**config.mk**
```make
export PLATFORM = sky130hd
export DESIGN_NAME = threshold_sparse_run_encoder_unit
export DESIGN_NICKNAME = d
export VERILOG_FILES = /design/src/hdl/tsre_pkg.sv /design/src/hdl/threshold_sparse_run_encoder_unit.sv /design/src/hdl/tsre_front.sv /design/src/hdl/tsre_queue.sv /design/src/hdl/tsre_back.sv
export SDC_FILE = /design/constraint.sdc
export NUM_CORES = 1
export LEC_CHECK = 0
export BUFFER_PORTS_ARGS = -buffer_cell sky130_fd_sc_hd__buf_2
export CAP_MARGIN = 20
export CORE_MARGIN = 1
export CORE_UTILIZATION = 62
export CTS_CLUSTER_SIZE = 20
export DETAILED_ROUTE_END_ITERATION = 8
export PLACE_DENSITY = 0.8
export SLEW_MARGIN = 5
export SYNTH_ARGS = -nofsm -noshare
export SYNTH_HDL_FRONTEND = slang
export SYNTH_SLANG_ARGS = --single-unit
export TNS_END_PERCENT = 1
```
**constraint.sdc**
```tcl
create_clock -name clk -period 10.4 [get_ports clk]
set_input_delay 2.6 -clock clk [delete_from_list [all_inputs] [get_ports clk]]
set_output_delay 2.6 -clock clk [all_outputs]
set_load 0.005 [all_outputs]
```
**src/hdl/tsre_pkg.sv**
```systemverilog
// shared types, constants and helpers for the threshold sparse run encoder
package tsre_pkg;

  localparam int WORD_BITS         = 32;
  localparam int INDEX_BITS_DEFAULT = 32;
  localparam int QUEUE_DEPTH       = 4;

  // record kind carried on the result channel tuser
  typedef enum logic [1:0] {
    KIND_VALUE  = 2'd0,
    KIND_LENGTH = 2'd1,
    KIND_START  = 2'd2,
    KIND_TOTAL  = 2'd3
  } kind_t;

  // one classified voxel, expands into one to four records
  typedef struct packed {
    logic                 has_value;
    logic                 has_close;
    logic                 has_total;
    logic [WORD_BITS-1:0] value;
    logic [WORD_BITS-1:0] run_len;
    logic [WORD_BITS-1:0] run_start;
    logic [WORD_BITS-1:0] total;
  } cmd_t;

  localparam int CMD_BITS = $bits(cmd_t);

  function automatic logic [WORD_BITS-1:0] sat_inc(input logic [WORD_BITS-1:0] v);
    sat_inc = (v == {WORD_BITS{1'b1}}) ? v : v + 1'b1;
  endfunction

endpackage

```
**src/hdl/threshold_sparse_run_encoder_unit.sv**
```systemverilog
// top level of the threshold sparse run encoder
//
//  channel | direction | tdata / data      | tuser        | tlast
//  --------+-----------+-------------------+--------------+--------------
//  in_     | slave     | voxel_value[31:0] | -            | final_voxel
//  out_    | master    | record_word[31:0] | record_kind  | last_of_item
//  cfg_    | slave     | threshold[31:0]   | -            | -
//
// one voxel beat is taken per cycle; records leave one per cycle, while out_tready is high, from a registered output
// a voxel yields zero to four records, so bursts are held in a four-entry command queue
// and in_tready drops only while that queue is full
// a voxel's first record passes through the command queue, then the registered output stage
// reset is synchronous, active low, and clears run state, the queue and the output stage
// the threshold register is taken in any cycle (cfg_ready is always high)
module threshold_sparse_run_encoder_unit import tsre_pkg::*; #(
  parameter int INDEX_BITS = INDEX_BITS_DEFAULT
) (
  input  logic        clk,
  input  logic        rst_n,
  // voxel stream
  input  logic        in_tvalid,
  output logic        in_tready,
  input  logic [31:0] in_tdata,   // [31:0] voxel_value
  input  logic        in_tlast,   // final_voxel
  // record stream
  output logic        out_tvalid,
  input  logic        out_tready,
  output logic [31:0] out_tdata,  // [31:0] record_word
  output logic [1:0]  out_tuser,  // [1:0] record_kind
  output logic        out_tlast,  // last_of_item
  // threshold write
  input  logic        cfg_valid,
  output logic        cfg_ready,
  input  logic [31:0] cfg_data    // [31:0] threshold
);

  logic [WORD_BITS-1:0] threshold_r;

  logic  push;
  cmd_t  push_cmd;
  cmd_t  head_cmd;
  logic  pop;
  logic  queue_empty;
  logic  queue_full;
  kind_t out_kind;

  // threshold register, signed compare happens in the front end
  assign cfg_ready = 1'b1;

  always_ff @(posedge clk) begin
    if (!rst_n) begin
      threshold_r <= '0;
    end else if (cfg_valid && cfg_ready) begin
      threshold_r <= cfg_data;
    end
  end

  // front end: classify each voxel beat and track run, index and total
  tsre_front #(
    .INDEX_BITS (INDEX_BITS)
  ) u_front (
    .clk        (clk),
    .rst_n      (rst_n),
    .threshold  (threshold_r),
    .in_valid   (in_tvalid),
    .in_value   (in_tdata),
    .in_final   (in_tlast),
    .queue_full (queue_full),
    .in_ready   (in_tready),
    .push       (push),
    .push_cmd   (push_cmd)
  );

  // command queue decouples voxel intake from record output
  tsre_queue #(
    .WIDTH (CMD_BITS),
    .DEPTH (QUEUE_DEPTH)
  ) u_queue (
    .clk       (clk),
    .rst_n     (rst_n),
    .push      (push),
    .push_data (push_cmd),
    .pop       (pop),
    .head_data (head_cmd),
    .empty     (queue_empty),
    .full      (queue_full)
  );

  // back end: one record per cycle, while the output is not stalled, into the output register
  tsre_back u_back (
    .clk         (clk),
    .rst_n       (rst_n),
    .head_cmd    (head_cmd),
    .queue_empty (queue_empty),
    .pop         (pop),
    .out_valid   (out_tvalid),
    .out_ready   (out_tready),
    .out_kind    (out_kind),
    .out_word    (out_tdata),
    .out_last    (out_tlast)
  );

  assign out_tuser = out_kind;

endmodule

```
**src/hdl/tsre_front.sv**
```systemverilog
// front end: threshold compare, run and count tracking, command generation
module tsre_front import tsre_pkg::*; #(
  parameter int INDEX_BITS = INDEX_BITS_DEFAULT
) (
  input  logic                 clk,
  input  logic                 rst_n,
  input  logic [WORD_BITS-1:0] threshold,
  input  logic                 in_valid,
  input  logic [WORD_BITS-1:0] in_value,
  input  logic                 in_final,
  input  logic                 queue_full,
  output logic                 in_ready,
  output logic                 push,
  output cmd_t                 push_cmd
);

  logic [INDEX_BITS-1:0] voxel_index_r, voxel_index_nxt;
  logic [WORD_BITS-1:0]  run_length_r, run_length_nxt;
  logic [INDEX_BITS-1:0] run_start_r, run_start_nxt;
  logic [WORD_BITS-1:0]  selected_total_r, selected_total_nxt;

  logic                  accept;
  logic                  selected;
  logic                  run_open;
  logic                  close_now;
  logic [WORD_BITS-1:0]  len_after;
  logic [INDEX_BITS-1:0] start_after;
  logic [WORD_BITS-1:0]  total_after;

  assign in_ready = !queue_full;
  assign accept   = in_valid && in_ready;

  assign selected    = $signed(in_value) > $signed(threshold);
  assign run_open    = (run_length_r != '0);
  assign close_now   = !selected && run_open;
  assign len_after   = selected ? sat_inc(run_length_r) : run_length_r;
  assign start_after = (selected && !run_open) ? voxel_index_r : run_start_r;
  assign total_after = selected ? sat_inc(selected_total_r) : selected_total_r;

  // a voxel that neither selects, closes nor ends the volume leaves no command
  assign push = accept && (selected || close_now || in_final);

  always_comb begin
    push_cmd.has_value = selected;
    push_cmd.has_close = close_now || (in_final && selected);
    push_cmd.has_total = in_final;
    push_cmd.value     = in_value;
    push_cmd.run_len   = len_after;
    push_cmd.run_start = WORD_BITS'(start_after);
    push_cmd.total     = total_after;
  end

  always_comb begin
    voxel_index_nxt    = voxel_index_r;
    run_length_nxt     = run_length_r;
    run_start_nxt      = run_start_r;
    selected_total_nxt = selected_total_r;
    if (accept) begin
      if (in_final) begin
        voxel_index_nxt    = '0;
        run_length_nxt     = '0;
        run_start_nxt      = '0;
        selected_total_nxt = '0;
      end else begin
        voxel_index_nxt    = voxel_index_r + 1'b1;
        run_length_nxt     = selected ? len_after : '0;
        run_start_nxt      = start_after;
        selected_total_nxt = total_after;
      end
    end
  end

  always_ff @(posedge clk) begin
    if (!rst_n) begin
      voxel_index_r    <= '0;
      run_length_r     <= '0;
      run_start_r      <= '0;
      selected_total_r <= '0;
    end else begin
      voxel_index_r    <= voxel_index_nxt;
      run_length_r     <= run_length_nxt;
      run_start_r      <= run_start_nxt;
      selected_total_r <= selected_total_nxt;
    end
  end

endmodule

```
**src/hdl/tsre_queue.sv**
```systemverilog
// small register queue between front and back end
module tsre_queue import tsre_pkg::*; #(
  parameter int WIDTH = CMD_BITS,
  parameter int DEPTH = QUEUE_DEPTH
) (
  input  logic             clk,
  input  logic             rst_n,
  input  logic             push,
  input  logic [WIDTH-1:0] push_data,
  input  logic             pop,
  output logic [WIDTH-1:0] head_data,
  output logic             empty,
  output logic             full
);

  localparam int PTR_BITS = (DEPTH > 1) ? $clog2(DEPTH) : 1;
  localparam int CNT_BITS = $clog2(DEPTH + 1);

  logic [WIDTH-1:0]    mem_r [DEPTH];
  logic [PTR_BITS-1:0] wr_ptr_r, wr_ptr_nxt;
  logic [PTR_BITS-1:0] rd_ptr_r, rd_ptr_nxt;
  logic [CNT_BITS-1:0] count_r, count_nxt;
  logic                do_push;
  logic                do_pop;

  assign empty     = (count_r == '0);
  assign full      = (count_r == CNT_BITS'(DEPTH));
  assign do_push   = push && !full;
  assign do_pop    = pop && !empty;
  assign head_data = mem_r[rd_ptr_r];

  always_comb begin
    wr_ptr_nxt = wr_ptr_r;
    rd_ptr_nxt = rd_ptr_r;
    count_nxt  = count_r;
    if (do_push) begin
      wr_ptr_nxt = (wr_ptr_r == PTR_BITS'(DEPTH - 1)) ? '0 : wr_ptr_r + 1'b1;
    end
    if (do_pop) begin
      rd_ptr_nxt = (rd_ptr_r == PTR_BITS'(DEPTH - 1)) ? '0 : rd_ptr_r + 1'b1;
    end
    if (do_push && !do_pop) begin
      count_nxt = count_r + 1'b1;
    end else if (do_pop && !do_push) begin
      count_nxt = count_r - 1'b1;
    end
  end

  always_ff @(posedge clk) begin
    if (!rst_n) begin
      wr_ptr_r <= '0;
      rd_ptr_r <= '0;
      count_r  <= '0;
    end else begin
      wr_ptr_r <= wr_ptr_nxt;
      rd_ptr_r <= rd_ptr_nxt;
      count_r  <= count_nxt;
    end
  end

  always_ff @(posedge clk) begin
    if (do_push) begin
      mem_r[wr_ptr_r] <= push_data;
    end
  end

endmodule

```
**src/hdl/tsre_back.sv**
```systemverilog
// back end: expands queued commands into records on a registered output
module tsre_back import tsre_pkg::*; (
  input  logic                 clk,
  input  logic                 rst_n,
  input  cmd_t                 head_cmd,
  input  logic                 queue_empty,
  output logic                 pop,
  output logic                 out_valid,
  input  logic                 out_ready,
  output kind_t                out_kind,
  output logic [WORD_BITS-1:0] out_word,
  output logic                 out_last
);

  logic                 out_valid_r, out_valid_nxt;
  kind_t                out_kind_r, out_kind_nxt;
  logic [WORD_BITS-1:0] out_word_r, out_word_nxt;
  logic                 out_last_r, out_last_nxt;
  logic [3:0]           emitted_r, emitted_nxt;

  logic                 load_en;
  logic                 emit;
  logic [3:0]           mask;
  logic [3:0]           remain;
  logic [3:0]           pick;
  logic                 is_last;
  kind_t                pick_kind;
  logic [WORD_BITS-1:0] pick_word;

  // bit order follows record order: value, length, start, total
  assign mask    = {head_cmd.has_total, head_cmd.has_close, head_cmd.has_close,
                    head_cmd.has_value};
  assign remain  = mask & ~emitted_r;
  assign pick    = remain & (~remain + 4'd1);
  assign is_last = ((remain & ~pick) == 4'd0);

  assign load_en = !out_valid_r || out_ready;
  assign emit    = load_en && !queue_empty;
  assign pop     = emit && is_last;

  always_comb begin
    case (pick)
      4'b0001: begin
        pick_kind = KIND_VALUE;
        pick_word = head_cmd.value;
      end
      4'b0010: begin
        pick_kind = KIND_LENGTH;
        pick_word = head_cmd.run_len;
      end
      4'b0100: begin
        pick_kind = KIND_START;
        pick_word = head_cmd.run_start;
      end
      default: begin
        pick_kind = KIND_TOTAL;
        pick_word = head_cmd.total;
      end
    endcase
  end

  always_comb begin
    out_valid_nxt = out_valid_r;
    out_kind_nxt  = out_kind_r;
    out_word_nxt  = out_word_r;
    out_last_nxt  = out_last_r;
    emitted_nxt   = emitted_r;
    if (load_en) begin
      out_valid_nxt = emit;
    end
    if (emit) begin
      out_kind_nxt = pick_kind;
      out_word_nxt = pick_word;
      out_last_nxt = is_last;
      emitted_nxt  = is_last ? 4'd0 : (emitted_r | pick);
    end
  end

  always_ff @(posedge clk) begin
    if (!rst_n) begin
      out_valid_r <= 1'b0;
      emitted_r   <= 4'd0;
    end else begin
      out_valid_r <= out_valid_nxt;
      emitted_r   <= emitted_nxt;
    end
  end

  always_ff @(posedge clk) begin
    out_kind_r <= out_kind_nxt;
    out_word_r <= out_word_nxt;
    out_last_r <= out_last_nxt;
  end

  assign out_valid = out_valid_r;
  assign out_kind  = out_kind_r;
  assign out_word  = out_word_r;
  assign out_last  = out_last_r;

endmodule

```
==> impl_results.md <==
- Post-synthesis net count: 2,217
- Min cycle time layout: 7.331 ns
- Synth Cell Area: 0.03086 mm2
- Die area: 0.05067 mm2
- TritonRoute pass-1 iters: 6
- Largest family of logic cells by synthesized area: multiplexers
- Clock slew at reported path FFs: 0.06 ns
- Vias/cell: 6.473
- Final nets: 2,316
- CORE AREA: 0.04905 mm2
- Wl on met1: 29.70 mm
- R2R Setup Slk: 4.80 ns
- Layout Utilization: 70.27%
- Remaining global-route overflow: 0
- Share of cells above drive strength 1: 19.34%
- Metal3 WL: 7.451 mm
- Via count: 18,930
- Max stage delay cell, worst path: nand3_1
- Post-Synth XOR/XNOR Area: 2.611%
- HPWL Detailed: 47.66 mm
- Max Clock Freq: 136.4 MHz
- Slew Limit Fails: 0
- Final worst setup slack: 3.069 ns
- Worst endpoint data arrival time: 7.58 ns
- Setup TNS: 0 ns
- FF-to-FF End: u_queue.mem_r[1][87]$_DFFE_PP_
- Pleak: 0.01210 uW
- Drt drc: 0
- Post-Route WL: 74.85 mm
- Wire per inst: 25.60 um
- Status: completed
- Top Ports: 108
- Root Driver: clkbuf_16
- Post-Synth Adder-Cell Area: 1.800%
- WL met2: 35.33 mm
- Top layer reached by signal wires: met5
- H-tree depth: 3
- Pre-CTS setup slack: 2.259 ns
- Simple-Gate Fraction of Synth Area: 8.786%
- First-pass GRT wire length: 111.8 mm
- Routability cong.: 0.9080
- Crit share post-route: 70.49%
- Vias in the first global route: 18,490
- Initial antenna violation count: 4
- Synth Area in Compound Gates: 5.482%
- Num CTS Buffers: 73
- Post-CTS setup buffers: 0
- Site Rows: 81
- Worst hold-check path type: reg -> reg
- Die width: 225.1 um
- CP endpoint: u_queue.mem_r[1][87]$_DFFE_PP_
- Clock latency on the worst-skew pair: 0.62 ns
- Crit-path max FO: 52
- Post-CTS resize count: 0
- Post-synth EDFFs: 559
- Die height: 225.1 um
- Clk_skew: 0.01890 ns
- Hold Fails Final Rpt: 0
- Slew margin rel.: 28.39%
- Drt initial violations: 2,307
- Worst r2r src: threshold_r[31]$_SDFFE_PN0P_
- ANT nets after route: 0
- Crit-path cells: buf_2, ha_1, nand4_4, nor4_4, inv_2, o21ai_2, nand3_1, a21oi_2, and2_4, buf_16, buf_4
- Final setup vio count: 0
- Seq cells post-synth: 733
- CTS tree: yes
- Max-cap violations: 0
- Netlist cell types: 75
- CP endpoint kind: flop
- WHS: 0.4671 ns
- Avg Synthesized Cell Area: 14.67 um2
- RSZ-0062 raised after global routing: no
- Seq/Total Area, Yosys: 65.68%
- Mapped Cells: 2,104
- Area growth, synth to finish: 11.69%
- PortBufs: 106
- Global Route Usage Sum: 29.94%
- Hold-fix buffers, CTS: 0
- Startpoint types: input port
- Max rail drop VDD: 0.1789 mV
- YS warnings: 0
- PwrDens: 230.4 mW/mm2
- Critical Path Max Stage Delay: 0.96 ns
- Ant. Diodes: 0
- CTS sink cnt: 733
- Worst Tran Pin Value: 1.072 ns
- Initial Utilization: 62.91%
- FFs w/ async S/R, synth: 0%
- Critical path type: in -> reg
- Post-synthesis mux area share: 13.23%
- R2R depth: 11
- Maximum root-to-sink buffer count: 3
- Req. time, crit path: 10.65 ns
- Top_reg_cell synth: edfxtp_1
- Largest net degree at the start of global routing: 70
- CP Launch Point: in_tdata[31]
## area by class of cell
class | instances | area (um2)
Clock buffer | 97 | 1979
Sequential cell | 733 | 20280
Tap cell | 664 | 830.8
Fill cell | 3152 | 14590
Timing Repair Buffer | 139 | 900.9
Multi-Input combinational cell | 1193 | 9905
Inverter | 63 | 236.5
Clock inverter | 35 | 337.8
## stage by stage
step / power (uW) / std cells / instance area [um2]
floorplan: 4762 / 2104 / 30860
global placement: 5346 / 2786 / 32010
detailed placement: 5400 / 2788 / 32060
CTS: 7953 / 2920 / 34380
global route: 8194 / 2924 / 34470
finish: 7942 / 2924 / 34470
## how the worst min path moves through the flow
stage	from	endpoint	slack (ns)	cells after the start
after global placement	u_back.emitted_r[2]$_SDFFE_PN0P_	u_back.emitted_r[2]$_SDFFE_PN0P_	0.44	2
final	u_back.emitted_r[0]$_SDFFE_PN0P_	u_back.emitted_r[0]$_SDFFE_PN0P_	0.47	2
after floorplan	u_back.emitted_r[3]$_SDFFE_PN0P_	u_back.emitted_r[3]$_SDFFE_PN0P_	0.43	2
after detailed placement	u_back.emitted_r[0]$_SDFFE_PN0P_	u_back.emitted_r[0]$_SDFFE_PN0P_	0.45	2
after global routing	u_back.emitted_r[3]$_SDFFE_PN0P_	u_back.emitted_r[3]$_SDFFE_PN0P_	0.48	2
after CTS	u_back.emitted_r[0]$_SDFFE_PN0P_	u_back.emitted_r[0]$_SDFFE_PN0P_	0.47	2
## critical path, delay by kind of cell
family                   cells  cell delay [ns]
AO/OA/AOI/OAI                2             1.30
buffers and inverters        4             1.05
adder cells (fa/ha/maj)      1             0.47
AND/OR/NAND/NOR              4             2.07
## cells by family (layout without fill, tap and decap cells)
logic type / Yosys count / count (layout)
muxes: 240 / 240
adders and majority gates: 44 / 44
xor gates and xnor gates: 92 / 92
other: 1 / 1
and+or+nand+nor: 547 / 547
AOI/OAI and AO/OA: 269 / 269
buffers and inverters: 178 / 334
DFF: 733 / 733
## synth_stat cells, drive strengths merged (35+ instances only)
master / number / share of area (%)
o21ai: 93 / 1.5
nand2: 166 / 2.0
dfxtp: 174 / 11
mux4: 131 / 9.6
xor2: 49 / 1.4
nand4: 48 / 1.0
clkbuf: 71 / 0.87
nor2: 149 / 1.8
a31oi: 38 / 0.77
inv: 63 / 0.77
mux2i: 76 / 2.5
ha: 42 / 1.7
nand3: 43 / 0.70
buf: 44 / 0.76
a22o: 35 / 0.99
xnor2: 43 / 1.2
edfxtp: 559 / 54
a21oi: 60 / 1.0
## layer usage
| metal | GRT usage [%] | up-vias |
|---|---|---|
| li1 | - | 8232 |
| met3 | 6.701 | 141 |
| met2 | 46.70 | 1029 |
| met5 | 0 | - |
| met4 | 9.699 | 8 |
| met1 | 42.20 | 9518 |
## state kept, by name, summed over array words and instances, names as in the netlist, 3 cells and up, named ones only
register,flops
threshold_r,32
u_back.emitted_r,4
u_back.out_word,32
u_front.run_length_r,32
u_front.run_start_r,32
u_front.selected_total_r,32
u_front.voxel_index_r,32
u_queue.count_r,3
u_queue.mem_r,524
## report_power, final
| group | switching, uW | total, uW | internal (uW) |
|---|---|---|---|
| logic | 1090 | 1740 | 651 |
| clock network | 1100 | 2570 | 1470 |
| registers | 115 | 3630 | 3510 |
| total | 2310 | 7940 | 5630 |
## placed cells by master (no fill, tap or decap), types with 12 or more instances in the layout
cell type and instances:
a21oi_1 57, a22o_1 35, a31oi_1 38, and2_1 12, and3_1 20, and4_1 12
buf_2 107, buf_4 25, clkbuf_1 20, clkbuf_16 75, clkinv_1 13, dfxtp_1 172
edfxtp_1 559, ha_1 42, inv_1 61, mux2_2 33, mux2i_1 76, mux4_2 131
nand2_1 166, nand3_1 43, nand4_1 47, nor2_1 148, nor3_1 16, nor4_1 15
o21ai_0 86, or3_1 12, xnor2_1 43, xor2_1 49
No activity file was read; power rests on OpenSTA's default activity.
